`src/hdl/assert_macros.svh`:
```
// assertion macros used by the top-level rtl file of the path validator
`ifndef ASSERT_MACROS_SVH
`define ASSERT_MACROS_SVH

`ifndef SYNTH

// same-cycle implication, checked outside reset
`define RPV_ASSERT_IMPLY(lbl, ck, rn, ante, cons, msg) \
    lbl: assert property (@(posedge ck) disable iff (!rn) (ante) |-> (cons)) \
        else $error(msg);

// next-cycle implication, checked outside reset
`define RPV_ASSERT_NEXT(lbl, ck, rn, ante, cons, msg) \
    lbl: assert property (@(posedge ck) disable iff (!rn) (ante) |=> (cons)) \
        else $error(msg);

`else

`define RPV_ASSERT_IMPLY(lbl, ck, rn, ante, cons, msg)
`define RPV_ASSERT_NEXT(lbl, ck, rn, ante, cons, msg)

`endif

`endif

```
`src/hdl/rpv_pkg.sv`:
```
// types, constants and helper functions of the relative path validator
package rpv_pkg;

    // component length limit and counter width
    localparam int MAX_NAME_BYTES = 1024;
    localparam int NAME_LEN_W     = $clog2(MAX_NAME_BYTES + 1);

    // stem capture: four bytes kept, count saturates at five
    localparam int STEM_KEEP  = 4;
    localparam int STEM_CNT_W = 3;
    localparam logic [STEM_CNT_W-1:0] STEM_SAT = 3'd5;

    // queue between front and back
    localparam int QUEUE_DEPTH = 2;
    localparam int QPTR_W      = $clog2(QUEUE_DEPTH);
    localparam int QCNT_W      = $clog2(QUEUE_DEPTH + 1);

    // configuration port
    localparam int CFG_IDX_W  = 1;
    localparam int CFG_DATA_W = 1;
    localparam logic [CFG_IDX_W-1:0] REG_ALLOW_HIDDEN = 1'b0;
    localparam logic [CFG_IDX_W-1:0] REG_ALLOW_EMPTY  = 1'b1;

    // byte codes
    localparam logic [7:0] CHR_CTRL_LIMIT = 8'h20;
    localparam logic [7:0] CHR_SPACE      = 8'h20;
    localparam logic [7:0] CHR_QUOTE      = 8'h22;
    localparam logic [7:0] CHR_STAR       = 8'h2A;
    localparam logic [7:0] CHR_DOT        = 8'h2E;
    localparam logic [7:0] CHR_SLASH      = 8'h2F;
    localparam logic [7:0] CHR_ONE        = 8'h31;
    localparam logic [7:0] CHR_NINE       = 8'h39;
    localparam logic [7:0] CHR_COLON      = 8'h3A;
    localparam logic [7:0] CHR_LT         = 8'h3C;
    localparam logic [7:0] CHR_GT         = 8'h3E;
    localparam logic [7:0] CHR_QUESTION   = 8'h3F;
    localparam logic [7:0] CHR_BACKSLASH  = 8'h5C;
    localparam logic [7:0] CHR_LOW_A      = 8'h61;
    localparam logic [7:0] CHR_LOW_Z      = 8'h7A;
    localparam logic [7:0] CHR_BAR        = 8'h7C;
    localparam logic [7:0] CASE_OFFSET    = 8'h20;

    // reserved device stems, upper case
    localparam logic [23:0] DEV_CON = 24'h434F4E;
    localparam logic [23:0] DEV_PRN = 24'h50524E;
    localparam logic [23:0] DEV_AUX = 24'h415558;
    localparam logic [23:0] DEV_NUL = 24'h4E554C;
    localparam logic [23:0] DEV_COM = 24'h434F4D;
    localparam logic [23:0] DEV_LPT = 24'h4C5054;

    typedef logic [STEM_KEEP-1:0][7:0] stem_t;

    // classified beat travelling from front to back
    typedef struct packed {
        logic       end_flag;
        logic       slash;
        logic       dot;
        logic       forbidden;
        logic       bad_tail;
        logic [7:0] up_byte;
    } item_t;

    typedef struct packed {
        logic [QCNT_W-1:0] count;
        logic              full;
    } q_status_t;

    typedef struct packed {
        logic pop;
        logic pop_end;
    } bk_status_t;

    // control bytes and the punctuation that portable names exclude
    function automatic logic byte_forbidden(input logic [7:0] b);
        return (b < CHR_CTRL_LIMIT) || (b == CHR_BACKSLASH) || (b == CHR_COLON) ||
               (b == CHR_STAR) || (b == CHR_QUESTION) || (b == CHR_QUOTE) ||
               (b == CHR_LT) || (b == CHR_GT) || (b == CHR_BAR);
    endfunction

    function automatic logic [7:0] to_upper(input logic [7:0] b);
        return ((b >= CHR_LOW_A) && (b <= CHR_LOW_Z)) ? (b - CASE_OFFSET) : b;
    endfunction

    // stem names a device: three letters, or COM/LPT plus a digit 1-9
    function automatic logic is_device(input stem_t s, input logic [STEM_CNT_W-1:0] cnt);
        logic [23:0] head;
        logic        three;
        logic        four;
        head  = {s[0], s[1], s[2]};
        three = (cnt == STEM_CNT_W'(3)) &&
                ((head == DEV_CON) || (head == DEV_PRN) ||
                 (head == DEV_AUX) || (head == DEV_NUL));
        four  = (cnt == STEM_CNT_W'(4)) && ((head == DEV_COM) || (head == DEV_LPT)) &&
                (s[3] >= CHR_ONE) && (s[3] <= CHR_NINE);
        return three || four;
    endfunction

endpackage

```
`src/hdl/rpv_if.sv`:
```
// valid/ready channel interfaces for path beats and verdicts
interface rpv_in_if;
    logic       valid;
    logic       ready;
    logic [7:0] path_byte;
    logic       end_of_path;

    modport source (output valid, output path_byte, output end_of_path, input ready);
    modport sink   (input valid, input path_byte, input end_of_path, output ready);
endinterface

interface rpv_out_if;
    logic valid;
    logic ready;
    logic path_ok;

    modport source (output valid, output path_ok, input ready);
    modport sink   (input valid, input path_ok, output ready);
endinterface

```
`src/hdl/rpv_front.sv`:
```
// front end: accepts path beats and classifies each byte
module rpv_front (
    rpv_in_if.sink          in_ch,
    input  logic            q_full,
    output logic            push,
    output rpv_pkg::item_t  push_item
);
    import rpv_pkg::*;

    // take a beat whenever the queue has room
    assign in_ch.ready = !q_full;
    assign push        = in_ch.valid && !q_full;

    // byte classification
    always_comb
    begin
        push_item.end_flag  = in_ch.end_of_path;
        push_item.slash     = (in_ch.path_byte == CHR_SLASH);
        push_item.dot       = (in_ch.path_byte == CHR_DOT);
        push_item.forbidden = byte_forbidden(in_ch.path_byte);
        push_item.bad_tail  = (in_ch.path_byte == CHR_SPACE) ||
                              (in_ch.path_byte == CHR_DOT);
        push_item.up_byte   = to_upper(in_ch.path_byte);
    end
endmodule

```
`src/hdl/rpv_queue.sv`:
```
// short fifo of classified beats between front and back
module rpv_queue (
    input  logic               clk,
    input  logic               rst_n,
    input  logic               push,
    input  rpv_pkg::item_t     push_item,
    input  logic               pop,
    output logic               head_valid,
    output rpv_pkg::item_t     head_item,
    output rpv_pkg::q_status_t status
);
    import rpv_pkg::*;

    item_t             slot_reg [QUEUE_DEPTH];
    logic [QPTR_W-1:0] wr_ptr_reg;
    logic [QPTR_W-1:0] wr_ptr_next;
    logic [QPTR_W-1:0] rd_ptr_reg;
    logic [QPTR_W-1:0] rd_ptr_next;
    logic [QCNT_W-1:0] count_reg;
    logic [QCNT_W-1:0] count_next;
    logic              do_push;
    logic              do_pop;

    assign status.count = count_reg;
    assign status.full  = (count_reg == QCNT_W'(QUEUE_DEPTH));
    assign head_valid   = (count_reg != '0);
    assign head_item    = slot_reg[rd_ptr_reg];

    assign do_push = push && !status.full;
    assign do_pop  = pop && head_valid;

    // pointer and fill count update
    always_comb
    begin
        wr_ptr_next = wr_ptr_reg;
        rd_ptr_next = rd_ptr_reg;
        count_next  = count_reg;
        if (do_push)
        begin
            wr_ptr_next = (wr_ptr_reg == QPTR_W'(QUEUE_DEPTH - 1)) ? '0 : wr_ptr_reg + 1'b1;
        end
        if (do_pop)
        begin
            rd_ptr_next = (rd_ptr_reg == QPTR_W'(QUEUE_DEPTH - 1)) ? '0 : rd_ptr_reg + 1'b1;
        end
        if (do_push && !do_pop)
        begin
            count_next = count_reg + 1'b1;
        end
        else if (do_pop && !do_push)
        begin
            count_next = count_reg - 1'b1;
        end
    end

    always_ff @(posedge clk or negedge rst_n)
    begin
        if (!rst_n)
        begin
            wr_ptr_reg <= '0;
            rd_ptr_reg <= '0;
            count_reg  <= '0;
        end
        else
        begin
            wr_ptr_reg <= wr_ptr_next;
            rd_ptr_reg <= rd_ptr_next;
            count_reg  <= count_next;
        end
    end

    // slot storage
    always_ff @(posedge clk)
    begin
        if (do_push)
        begin
            slot_reg[wr_ptr_reg] <= push_item;
        end
    end
endmodule

```
`src/hdl/rpv_back.sv`:
```
// back end: tracks the current component and issues the verdict beat
module rpv_back (
    input  logic                clk,
    input  logic                rst_n,
    input  logic                allow_hidden,
    input  logic                allow_empty,
    input  logic                head_valid,
    input  rpv_pkg::item_t      head_item,
    output logic                pop,
    rpv_out_if.source           out_ch,
    output rpv_pkg::bk_status_t status
);
    import rpv_pkg::*;

    logic                  rejected_reg;
    logic                  rejected_next;
    logic                  at_start_reg;
    logic                  at_start_next;
    logic [NAME_LEN_W-1:0] len_reg;
    logic [NAME_LEN_W-1:0] len_next;
    logic                  first_dot_reg;
    logic                  first_dot_next;
    logic                  second_dot_reg;
    logic                  second_dot_next;
    logic                  tail_bad_reg;
    logic                  tail_bad_next;
    stem_t                 stem_reg;
    stem_t                 stem_next;
    logic [STEM_CNT_W-1:0] stem_cnt_reg;
    logic [STEM_CNT_W-1:0] stem_cnt_next;
    logic                  stem_closed_reg;
    logic                  stem_closed_next;
    logic                  out_valid_reg;
    logic                  out_valid_next;
    logic                  path_ok_reg;
    logic                  path_ok_next;
    logic                  out_free;
    logic                  comp_bad;

    assign out_ch.valid   = out_valid_reg;
    assign out_ch.path_ok = path_ok_reg;

    // a terminator needs a free output slot, bytes never wait
    assign out_free = !out_valid_reg || out_ch.ready;
    assign pop      = head_valid && (!head_item.end_flag || out_free);

    assign status.pop     = pop;
    assign status.pop_end = pop && head_item.end_flag;

    // component rules on the running record
    always_comb
    begin
        comp_bad = (len_reg == '0) ||
                   (len_reg >= NAME_LEN_W'(MAX_NAME_BYTES)) ||
                   ((len_reg == NAME_LEN_W'(1)) && first_dot_reg) ||
                   ((len_reg == NAME_LEN_W'(2)) && first_dot_reg && second_dot_reg) ||
                   (first_dot_reg && !allow_hidden) ||
                   tail_bad_reg ||
                   is_device(stem_reg, stem_cnt_reg);
    end

    // next state of the component record and output slot
    always_comb
    begin
        rejected_next    = rejected_reg;
        at_start_next    = at_start_reg;
        len_next         = len_reg;
        first_dot_next   = first_dot_reg;
        second_dot_next  = second_dot_reg;
        tail_bad_next    = tail_bad_reg;
        stem_next        = stem_reg;
        stem_cnt_next    = stem_cnt_reg;
        stem_closed_next = stem_closed_reg;
        out_valid_next   = out_valid_reg && !out_ch.ready;
        path_ok_next     = path_ok_reg;

        if (pop)
        begin
            if (head_item.end_flag || head_item.slash)
            begin
                // close the component
                len_next         = '0;
                first_dot_next   = 1'b0;
                second_dot_next  = 1'b0;
                tail_bad_next    = 1'b0;
                stem_next        = '0;
                stem_cnt_next    = '0;
                stem_closed_next = 1'b0;
                if (head_item.end_flag)
                begin
                    out_valid_next = 1'b1;
                    path_ok_next   = at_start_reg ? allow_empty : (!rejected_reg && !comp_bad);
                    rejected_next  = 1'b0;
                    at_start_next  = 1'b1;
                end
                else
                begin
                    at_start_next = 1'b0;
                    if (comp_bad)
                    begin
                        rejected_next = 1'b1;
                    end
                end
            end
            else
            begin
                // ordinary byte
                at_start_next = 1'b0;
                if (head_item.forbidden)
                begin
                    rejected_next = 1'b1;
                end
                if (len_reg == '0)
                begin
                    first_dot_next = head_item.dot;
                end
                if (len_reg == NAME_LEN_W'(1))
                begin
                    second_dot_next = head_item.dot;
                end
                if (len_reg != NAME_LEN_W'(MAX_NAME_BYTES))
                begin
                    len_next = len_reg + 1'b1;
                end
                tail_bad_next = head_item.bad_tail;
                if (head_item.dot)
                begin
                    stem_closed_next = 1'b1;
                end
                else if (!stem_closed_reg)
                begin
                    if (stem_cnt_reg < STEM_CNT_W'(STEM_KEEP))
                    begin
                        stem_next[stem_cnt_reg[1:0]] = head_item.up_byte;
                    end
                    if (stem_cnt_reg != STEM_SAT)
                    begin
                        stem_cnt_next = stem_cnt_reg + 1'b1;
                    end
                end
            end
        end
    end

    always_ff @(posedge clk or negedge rst_n)
    begin
        if (!rst_n)
        begin
            rejected_reg    <= 1'b0;
            at_start_reg    <= 1'b1;
            len_reg         <= '0;
            first_dot_reg   <= 1'b0;
            second_dot_reg  <= 1'b0;
            tail_bad_reg    <= 1'b0;
            stem_cnt_reg    <= '0;
            stem_closed_reg <= 1'b0;
            out_valid_reg   <= 1'b0;
        end
        else
        begin
            rejected_reg    <= rejected_next;
            at_start_reg    <= at_start_next;
            len_reg         <= len_next;
            first_dot_reg   <= first_dot_next;
            second_dot_reg  <= second_dot_next;
            tail_bad_reg    <= tail_bad_next;
            stem_cnt_reg    <= stem_cnt_next;
            stem_closed_reg <= stem_closed_next;
            out_valid_reg   <= out_valid_next;
        end
    end

    // payload registers
    always_ff @(posedge clk)
    begin
        stem_reg    <= stem_next;
        path_ok_reg <= path_ok_next;
    end
endmodule

```
`src/hdl/relative_path_validator_core.sv`:
```
// relative path validator top level: front, queue, back and config registers
// a terminator beat is queued, then its verdict is registered in the output slot
// throughput: one beat per cycle while the verdict output is not stalled
// a full two-entry queue holds off input only while the verdict output is stalled
// reset: async active low, clears config to zero and the path record to start of path
`include "assert_macros.svh"
module relative_path_validator_core (
    input  logic                               clk,
    input  logic                               rst_n,
    rpv_in_if.sink                             in_ch,
    rpv_out_if.source                          out_ch,
    input  logic                               cfg_we,
    input  logic [rpv_pkg::CFG_IDX_W-1:0]      cfg_index,
    input  logic [rpv_pkg::CFG_DATA_W-1:0]     cfg_data
);
    import rpv_pkg::*;

    logic       allow_hidden_reg;
    logic       allow_empty_reg;
    logic       push;
    item_t      push_item;
    logic       pop;
    logic       head_valid;
    item_t      head_item;
    q_status_t  q_stat;
    bk_status_t bk_stat;

    // configuration registers
    always_ff @(posedge clk or negedge rst_n)
    begin
        if (!rst_n)
        begin
            allow_hidden_reg <= 1'b0;
            allow_empty_reg  <= 1'b0;
        end
        else if (cfg_we)
        begin
            case (cfg_index)
                REG_ALLOW_HIDDEN: allow_hidden_reg <= cfg_data[0];
                REG_ALLOW_EMPTY:  allow_empty_reg  <= cfg_data[0];
                default:          ;
            endcase
        end
    end

    // beat intake and classification
    rpv_front u_front (
        .in_ch     (in_ch),
        .q_full    (q_stat.full),
        .push      (push),
        .push_item (push_item)
    );

    // decoupling queue
    rpv_queue u_queue (
        .clk        (clk),
        .rst_n      (rst_n),
        .push       (push),
        .push_item  (push_item),
        .pop        (pop),
        .head_valid (head_valid),
        .head_item  (head_item),
        .status     (q_stat)
    );

    // component tracking and verdict
    rpv_back u_back (
        .clk          (clk),
        .rst_n        (rst_n),
        .allow_hidden (allow_hidden_reg),
        .allow_empty  (allow_empty_reg),
        .head_valid   (head_valid),
        .head_item    (head_item),
        .pop          (pop),
        .out_ch       (out_ch),
        .status       (bk_stat)
    );

    // queue never holds more than its depth
    `RPV_ASSERT_IMPLY(a_queue_bound, clk, rst_n, 1'b1, q_stat.count <= QCNT_W'(QUEUE_DEPTH), "queue overfilled")
    // a verdict only follows a terminator taken by the back
    `RPV_ASSERT_IMPLY(a_verdict_src, clk, rst_n, $rose(out_ch.valid), $past(bk_stat.pop_end), "verdict without terminator")
    // a taken terminator always lands in the output slot
    `RPV_ASSERT_NEXT(a_term_lands, clk, rst_n, bk_stat.pop_end, out_ch.valid, "terminator lost")
endmodule

```
`src/flat_wrapper.sv`:
```
// flat-port wrapper written by rule: the top's interface ports become plain ports
module relative_path_validator_core_flat import rpv_pkg::*;
  (clk, rst_n, cfg_we, cfg_index, cfg_data, in_ch_valid, in_ch_path_byte, in_ch_end_of_path, in_ch_ready, out_ch_valid, out_ch_path_ok, out_ch_ready);
  rpv_in_if in_ch_i ();
  rpv_out_if out_ch_i ();
  input  logic clk;
  input  logic rst_n;
  input  logic cfg_we;
  input  logic [rpv_pkg::CFG_IDX_W-1:0] cfg_index;
  input  logic [rpv_pkg::CFG_DATA_W-1:0] cfg_data;
  input wire logic [$bits(in_ch_i.valid)-1:0] in_ch_valid;
  input wire logic [$bits(in_ch_i.path_byte)-1:0] in_ch_path_byte;
  input wire logic [$bits(in_ch_i.end_of_path)-1:0] in_ch_end_of_path;
  output wire logic [$bits(in_ch_i.ready)-1:0] in_ch_ready;
  output wire logic [$bits(out_ch_i.valid)-1:0] out_ch_valid;
  output wire logic [$bits(out_ch_i.path_ok)-1:0] out_ch_path_ok;
  input wire logic [$bits(out_ch_i.ready)-1:0] out_ch_ready;
  assign in_ch_i.valid = in_ch_valid;
  assign in_ch_i.path_byte = in_ch_path_byte;
  assign in_ch_i.end_of_path = in_ch_end_of_path;
  assign in_ch_ready = in_ch_i.ready;
  assign out_ch_valid = out_ch_i.valid;
  assign out_ch_path_ok = out_ch_i.path_ok;
  assign out_ch_i.ready = out_ch_ready;
  relative_path_validator_core u_core (.clk(clk), .rst_n(rst_n), .in_ch(in_ch_i), .out_ch(out_ch_i), .cfg_we(cfg_we), .cfg_index(cfg_index), .cfg_data(cfg_data));
endmodule
```
`config.mk`:
```
export PLATFORM = sky130hd
export DESIGN_NAME = relative_path_validator_core_flat
export DESIGN_NICKNAME = d
export VERILOG_FILES = /design/src/hdl/rpv_pkg.sv /design/src/hdl/rpv_if.sv /design/src/hdl/rpv_front.sv /design/src/hdl/rpv_queue.sv /design/src/hdl/rpv_back.sv /design/src/hdl/relative_path_validator_core.sv /design/src/flat_wrapper.sv
export VERILOG_INCLUDE_DIRS = /design/src /design/src/hdl
export SDC_FILE = /design/constraint.sdc
export NUM_CORES = 1
export LEC_CHECK = 0
export BUFFER_PORTS_ARGS = -buffer_cell sky130_fd_sc_hd__buf_2
export CORE_ASPECT_RATIO = 1.2
export CORE_MARGIN = 2
export CORE_UTILIZATION = 45
export CTS_BUF_LIST = sky130_fd_sc_hd__clkbuf_8
export CTS_CLUSTER_SIZE = 16
export DETAILED_ROUTE_END_ITERATION = 16
export PLACE_DENSITY = 0.72
export SYNTH_ARGS = -nofsm -noshare
export SYNTH_HDL_FRONTEND = slang
export SYNTH_SLANG_ARGS = --single-unit
export TNS_END_PERCENT = 5
```
`constraint.sdc`:
```
create_clock -name clk -period 3.21 [get_ports clk]
set_input_delay 0.642 -clock clk [delete_from_list [all_inputs] [get_ports clk]]
set_output_delay 0.642 -clock clk [all_outputs]
set_load 0.01 [all_outputs]
```
## Yosys cells after proc, flatten, opt, wreduce, memory -nomap -nowiden

Memory sizes are Yosys's and may differ from the RTL's.
Index checks and enable logic that the tools add are counted.

| storage, ports and cells | value |
|---|---|
| output and inout bits | 3 |
| register bits after elaboration | 60 |
| word-level logic and storage cells | 170 |
| memories kept | 1 |
| bits of input ports | 16 |
| bits in writable memories | 26 |

| operators by class | value |
|---|---|
| reduce and logical (&&, ||, !) cells | 70 |
| add/sub/neg operators | 7 |
| bitwise operators | 1 |
| eq/ne operators | 27 |
| mux-type cells | 36 |
| order comparisons | 9 |

Memory list:

| name | words | width | rd ports | clocked after memory_dff | wr ports | RTL line | text |
|---|---|---|---|---|---|---|---|
| u_core.u_queue.slot_reg | 2 | 13 | 1 | 0 | 1 | rpv_queue.sv:14 | `item_t slot_reg [QUEUE_DEPTH];` |

Operators with widths:

| operator | count |
|---|---|
| 24-bit by 23-bit equality test with 1-bit output, second input constant | 6 |
| 32-bit two-way mux | 3 |
| 8-bit by 6-bit equality test with 1-bit output, second input constant | 9 |
| 32-bit bitwise mux | 1 |
| 1-bit logical OR | 23 |
| 11-bit two-way mux | 2 |
| 1-bit two-way mux | 21 |
| 1-bit logical AND | 18 |
| 2-bit nonzero test | 9 |
| 8-bit demux with 2-bit select | 1 |
| 8-bit by 7-bit equality test with 1-bit output, second input constant | 2 |
| 8-bit two-way mux | 2 |
| 3-bit two-way mux | 4 |
| 2-bit AND reduction | 6 |
| 11-bit by 1-bit adder with 11-bit output, second input constant | 1 |
| 11-bit by 1-bit equality test with 1-bit output, second input constant | 1 |
| 11-bit by 2-bit equality test with 1-bit output, second input constant | 1 |
| 11-bit greater-or-equal comparator, second input constant | 1 |
| 11-bit zero test | 1 |
| 11-bit inequality test, second input constant | 1 |
| 1-bit zero test | 9 |
| 8-bit by 6-bit greater-or-equal comparator with 1-bit output, second input constant | 1 |
| 8-bit by 7-bit greater-or-equal comparator with 1-bit output, second input constant | 1 |
| 8-bit by 6-bit less-or-equal comparator with 1-bit output, second input constant | 1 |
| 19 further kinds | 25 |

## Depth between registers and ports, before layout

Gate-level depths: netlist of run 1.

| depth | value |
|---|---|
| depth in word-level cells | 10 |
| gate-level depth with buffers | 9 |
| mapped depth without buffers | 8 |

## Hierarchy

Synthesis of run 1 repeated with hierarchy kept, for this count alone.

| unflattened totals | value |
|---|---|
| cells, all modules | 374 |
| area total of the unflattened synthesis | 4374.2 um^2 |

Modules (own cells, without submodules):

| module | sequential area each (um^2) | area each (um^2) | cells each | instances |
|---|---|---|---|---|
| rpv_back | 1517.7 | 2909.0 | 275 | 1 |
| rpv_queue | 880.8 | 1141.1 | 59 | 1 |
| rpv_front | 0.0 | 237.7 | 34 | 1 |
| relative_path_validator_core | 50.0 | 86.3 | 6 | 1 |

## Least setup slack after synthesis of run 1

Ideal clock, no wire load.

| timing | value |
|---|---|
| path type | register -> register |
| from | register u_core.u_queue.rd_ptr_reg |
| to | register u_core.u_back.stem_reg[0] (netlist name) (enable) |
| path buffers | 2 |
| data arrival time | 2.592 ns |
| setup slack | 0.197 ns |
| required time | 2.789 ns |
| stages on the path, launching flop included | 7 |
| period minus slack after synthesis | 3.013 ns |
| setup time | 0.421 ns |
| cell sequence | dfrtp_1 buf_2 nor3_1 a21oi_2 clkbuf_1 nor2_1 nor2_1 |

| on the way | value |
|---|---|
| cells in the longest elaborated chain, start to end | 5 |
| elaborated cells between the ends (all ways) | 9 |
| classes of those cells | eq/ne (2); reduce/logical (6); memory (1) |

RTL lines:

| item | RTL line | text |
|---|---|---|
| start: declaration | rpv_queue.sv:17 | `logic [QPTR_W-1:0] rd_ptr_reg;` |
| start signal: assignment | rpv_queue.sv:67 | `rd_ptr_reg <= rd_ptr_next;` |
| memory 2 x 13 bit (*) | - |  |
| 1-bit zero test | rpv_back.sv:45 | `assign pop = head_valid && (!head_item.end_flag \|\| out_free);` |
| 1-bit logical OR | rpv_back.sv:45 |  |
| 1-bit logical AND | rpv_back.sv:45 |  |
| 4-bit AND reduction (no source line) (*) | - |  |
| end signal: assignment | rpv_back.sv:176 | `stem_reg <= stem_next;` |
| end: declaration | rpv_back.sv:27 | `stem_t stem_reg;` |

Every way passes the cells marked *; elsewhere a longest branch is shown, timed or not.
A chain may end at the register's enable or synchronous reset.

## Worst setup path after layout of run 1

| timing | value |
|---|---|
| from | register u_core.u_queue.rd_ptr_reg |
| to | register u_core.u_back.stem_reg[27] (netlist name) (enable) |

Same word-level chain as after synthesis.

==> flow_summary.toml, run 1 <==
[yosys]
synth_area_um2 = 4248
synth_mux_area_share_pct = 3.918
synth-seq-cells = 86
yosys-top-cells-area = "edfxtp_1 42%, dfrtp_1 15%, a211oi_1 6.0%, nor2_1 4.7%, ha_1 3.5%"
synth_fa_ha_area_share_pct = 3.535
ys_warn_count = 0
yosys.area_share.simple_pct = 16.49
synth_most_common_cell = "edfxtp_1"
synth_flop_cell = "edfxtp_1"
synthXorXnorAreaFrac_pct = 1.237
ys_types = 50
synth_top_area_share_pct = 41.71
synth_top_family_by_area = "simple AND/OR/NAND/NOR gates"
synth_common_cells = "59 x edfxtp_1, 53 x nor2_1, 34 x a211oi_1, 34 x nand2_1, 26 x dfrtp_1"
async_flop_share_pct = 31.40
synth_compound_area_share_pct = 13.99
syn_inst = 383
synth_largest_area_cell = "edfxtp_1"
syn_avg_cell_area_um2 = 11.09
synth-edff-count = 59
synth_nets = 411
ys_seq_area_share_pct = 57.64

[timing]
setup_viol = 0
min_period_ps = 2216
postLayoutSetupSlackWorst_ps = 993.8
tns_ps = 0
rsz0062_at_grt = "no"
drv_slew = 0
tightestPinTransition_ps = 604.0
hold_viol = 0
clock_skew_ps = 13.83
fin_crit_sh_pct = 69.04
fmax_ghz = 0.4512
slew_headroom_pct = 59.73

[route]
ant_nets = 0
wire_per_inst_um = 14.63
vias = 2876
via_per_inst = 5.478
drcViolationCount = 0
first_pass_iters = 4
drt_iter0_drc = 233
wl_um = 7681

[cells_and_area]
drive_above_1_share_pct = 12.59
fill_cells = 838
nets = 428
largest_reg_flops = 32
area_growth_pct = 9.072
num_antenna_cells = 0

[critical_path]
cp_max_fo = 32
worst_path_most_repeated_cell = "buf_4"
reg2reg_from = "u_core.u_queue.rd_ptr_reg"
worst_r2r_path_depth = 6
end_kind = "register"
critical_path_arrival_ps = 2230
cpMaxStageDelayCell = "a21oi_4"
regToRegSetupSlack_ps = 990
crit_chain = "buf_4 -> nor3_1 -> a21oi_4 -> nor2_1 -> nor2_2 -> buf_4"
worstReg2RegEnd = "u_core.u_back.stem_reg[27]"
cpPeakStageDelay_ps = 440
crit_type = "reg -> reg"
critPathLaunchType = "register"
crit_required_ps = 3220

[placed_design]
dp_hpwl_um = 5406
place.gp.congestion = 0.7906
io_buffers = 18
place_ws_ps = 1002

[global_routing]
grt_max_degree = 36
grt_pass1_wl_um = 13440
antenna_found_initial = 0
grt-ovfl-total = 0
globalRouteTotalUtil_pct = 16.49
grt_pass1_vias = 2838

[clock_network]
cts_root_buffer = "clkbuf_8"
cts_setup_buffers = 0
cts_made_buffers = 9
cts_resized = 0
clk_pin_slew_ps = 80
cts.sinks = 86
cts_tree = "yes"
htreeDepth = 3
clock_path_buffers = 2
insertion_delay_ps = 370
holdBufCountCts = 0

[floorplan]
ios = 19
rows = 38
coreArea_um2 = 9129
chipHeight_um = 110.4
die-width_um = 92.69
die-area_um2 = 10240
start_util_pct = 46.53

[run_status]
outcome = "completed"

[flow_run]
maxCapViolCount = 0

[hold_path]
min_path_type = "in -> async"

[power_and_ir_drop]
ir_drop_uv = 510.5
p_leak_nw = 1.790
power.density_nw_per_um2 = 864.8
[worst max-delay path by stage]
stage | from | to | slack (ps) | cells after the start
6_report | u_core.u_queue.rd_ptr_reg | u_core.u_back.stem_reg[27] | 990 | 6
5_1_grt | u_core.u_queue.rd_ptr_reg | u_core.u_back.stem_reg[27] | 800 | 6
4_1_cts | u_core.u_queue.rd_ptr_reg | u_core.u_back.stem_reg[27] | 980 | 6
3_5_place_dp | u_core.u_back.stem_cnt_reg[0] | u_core.u_back.out_ch.path_ok | 1000 | 7
3_3_place_gp | u_core.u_queue.rd_ptr_reg | u_core.u_back.stem_reg[22] | 1040 | 6
2_1_floorplan | u_core.u_queue.rd_ptr_reg | u_core.u_back.stem_reg[0] | 200 | 6
[stage by stage]
| stage | total power [W] | cells | hold slack [ps] | area, um2 | util [%] |
|---|---|---|---|---|---|
| 2_1_floorplan | 0.002976 | 383 | 346.4 | 4248 | - |
| 3_3_place_gp | 0.003305 | 509 | 466.8 | 4461 | 48.86 |
| 3_5_place_dp | 0.003355 | 509 | 467.7 | 4461 | 48.86 |
| 4_1_cts | 0.004033 | 525 | 287.0 | 4633 | 50.75 |
| 5_1_grt | 0.004297 | 525 | 315.0 | 4633 | 50.75 |
| 6_report | 0.004007 | 525 | 273.1 | 4633 | 50.75 |
[where the power goes]
group / internal [W] / switching (W) / total, W
registers: 0.00170 / 0.000250 / 0.00195
logic: 0.000494 / 0.000886 / 0.00138
clock network: 0.000313 / 0.000361 / 0.000674
total: 0.00251 / 0.00150 / 0.00401
[worst max-delay path: cells and delay by family (launching register included)]
kind,cells,cell delay [ps]
DFF,1,400
and+or+nand+nor,3,350
buffers and inverters,2,660
AOI/OAI and AO/OA,1,440
[cells by family (layout without fill, tap and decap cells)]
family          count (synthesis)  in the layout
simple gates                  142            142
buf+inv                        33             55
mux                            15             15
flops                          86             86
fa+ha+maj                      12             12
xor+xnor                        6              6
compound gates                 89             89
[layer usage]
metal | track usage [%] | share of wire, %
met3 | 4.707 | 3.0
met1 | 21.20 | 46
met4 | 6.569 | 2.4
met2 | 26.28 | 49
met5 | 0 | 0
[placed cells by master, fill, tap and decap left out, types with 7 or more instances in the layout]
cell,count
a211oi_1,34
a21oi_1,10
and3_1,8
buf_2,18
clkbuf_8,11
dfrtp_1,26
edfxtp_1,59
ha_1,12
inv_1,17
mux2i_1,11
nand2_1,34
nor2_1,52
o21ai_0,7
o21ai_1,20
[layout make-up]
cell class / count / area (um2) / share of cell area [%]
clock buffers: 11 / 151.4 / 3.268
clock inverters: 5 / 21.27 / 0.4591
inverters: 16 / 60.06 / 1.296
multi-input cells: 264 / 1674 / 36.13
flip-flops and latches: 86 / 2449 / 52.85
well taps: 120 / 150.1 / 3.241
repair buffers: 23 / 127.6 / 2.755
(Power assumes the default switching activity.)
==> run 2: changes to the inputs <==
==> constraint.sdc (replaced) <==
create_clock -name clk -period 1.9 [get_ports clk]
set_input_delay 0.38 -clock clk [delete_from_list [all_inputs] [get_ports clk]]
set_output_delay 0.38 -clock clk [all_outputs]
set_load 0.01 [all_outputs]
==> flow_summary.toml, run 2 (synthesis gave the netlist of run 1 again) <==
[critical_path]
crit_required_ps = 2010
worstReg2RegEnd = "u_core.u_back.out_ch.path_ok"
worst_r2r_path_depth = 6
regToRegSetupSlack_ps = -30
crit_type = "reg -> reg"
reg2reg_from = "u_core.u_back.stem_reg[3]"
critical_path_arrival_ps = 2040
end_kind = "register"
critPathLaunchType = "register"
cp_max_fo = 3

[route]
wl_um = 8484
via_per_inst = 5.542
drcViolationCount = 0
first_pass_iters = 4
drt_iter0_drc = 193
vias = 3048
wire_per_inst_um = 15.43
ant_nets = 0

[timing]
postLayoutSetupSlackWorst_ps = -34.93
fin_crit_sh_pct = 101.8
clock_skew_ps = 11.99
rsz0062_at_grt = "yes"
drv_slew = 0
tightestPinTransition_ps = 620.6
slew_headroom_pct = 58.62
fmax_ghz = 0.5168
min_period_ps = 1935
setup_viol = 1
hold_viol = 0

[global_routing]
antenna_found_initial = 0
grt-ovfl-total = 0
grt_max_degree = 33
grt_pass1_wl_um = 14350
grt_pass1_vias = 2973
globalRouteTotalUtil_pct = 17.40

[hold_path]
min_path_type = "in -> async"

[clock_network]
holdBufCountCts = 0
clock_path_buffers = 2
cts.sinks = 86
htreeDepth = 3
insertion_delay_ps = 350
cts_made_buffers = 9
clk_pin_slew_ps = 90
cts_tree = "yes"
cts_root_buffer = "clkbuf_8"

[power_and_ir_drop]
ir_drop_uv = 993.2
power.density_nw_per_um2 = 1512
p_leak_nw = 1.922

[cells_and_area]
nets = 453
drive_above_1_share_pct = 21.16
final_common_cell = "edfxtp_1"
fill_cells = 790
layout.cells.non_filler = 550
most-common-layout-cells = "59 x edfxtp_1, 52 x nor2_1, 34 x nand2_1, 34 x a211oi_1, 29 x buf_4"
post-route-util_pct = 54.02
num_antenna_cells = 0
largest_reg_flops = 32
area_growth_pct = 16.08

[floorplan]
die-width_um = 92.69
chipHeight_um = 110.4
die-area_um2 = 10240
coreArea_um2 = 9129
start_util_pct = 46.53
ios = 19
rows = 38

[placed_design]
place.gp.congestion = 0.8056
io_buffers = 18
placedCellCount = 530
dp_hpwl_um = 5852

[run_status]
violations = "setup timing"
outcome = "finished, violations left"

[flow_run]
maxCapViolCount = 0
==> run 2: worst max-delay path by stage <==
| stage | start | end | slack (ps) | depth (start not counted) |
|---|---|---|---|---|
| 2_1_floorplan | u_core.u_queue.rd_ptr_reg | u_core.u_back.stem_reg[0] | -80 | 6 |
| 3_3_place_gp | u_core.u_back.stem_reg[21] | u_core.u_back.out_ch.path_ok | 70 | 6 |
| 3_5_place_dp | u_core.u_back.stem_reg[17] | u_core.u_back.out_ch.path_ok | -40 | 7 |
| 4_1_cts | u_core.u_back.stem_reg[21] | u_core.u_back.out_ch.path_ok | 7 | 6 |
| 5_1_grt | u_core.u_back.stem_cnt_reg[1] | u_core.u_back.out_ch.path_ok | -100 | 6 |
| 6_report | u_core.u_back.stem_reg[3] | u_core.u_back.out_ch.path_ok | -30 | 6 |
==> run 2: final cells by class <==
class                           count  area, um2  share of cell area (%)
Sequential cell                    86       2451                   49.71
Tap cell                          120      150.1                   3.045
Clock buffer                       10      137.6                   2.791
Clock inverter                      6      68.82                   1.396
Timing Repair Buffer               48      327.8                   6.648
Inverter                           16      62.56                   1.269
Multi-Input combinational cell    264       1733                   35.14
==> run 2: worst max-delay path, stage by stage (launching register included) <==
cell      delay, ps
edfxtp_1        430
nor4b_1         360
buf_4           180
nor4bb_2        300
nand4_1         210
o31ai_4         110
o41ai_1          90
==> run 2: power breakdown <==
part	internal, W	leakage (nW)	switching, W
combinational	0.00115	0.881	0.00168
clock	0.000653	0.103	0.000677
sequential	0.00287	0.937	0.000422
total	0.00468	1.92	0.00278
==> run 2: per-stage QoR <==
| stage | setup TNS (ps) | total power, W | setup slack [ps] | cell area [um2] | hold WS [ps] |
|---|---|---|---|---|---|
| after floorplan | -2503 | 0.005092 | -77.28 | 4279 | 84.41 |
| final | -34.93 | 0.007458 | -34.93 | 4931 | 31.62 |
| after CTS | 0 | 0.007429 | 7.131 | 4871 | 38.28 |
| after global routing | -162.7 | 0.007955 | -97.02 | 4931 | 57.74 |
| after detailed placement | -48.90 | 0.006060 | -40.49 | 4638 | 431.0 |
| after global placement | 0 | 0.005958 | 68.23 | 4638 | 419.4 |
==> run 2: per-layer routing <==
metal / wire length [um] / GRT usage, %
met5: 0 / 0
met4: 150 / 5.294
met3: 299 / 3.411
met2: 4277 / 28.37
met1: 3757 / 23.58
==> run 2: what timing repair did <==
item                       in CTS  in global routing
setup buffers                   1                  3
resized for setup               3                 10
setup endpoints to repair       2                  9
pin swaps                       3                  3
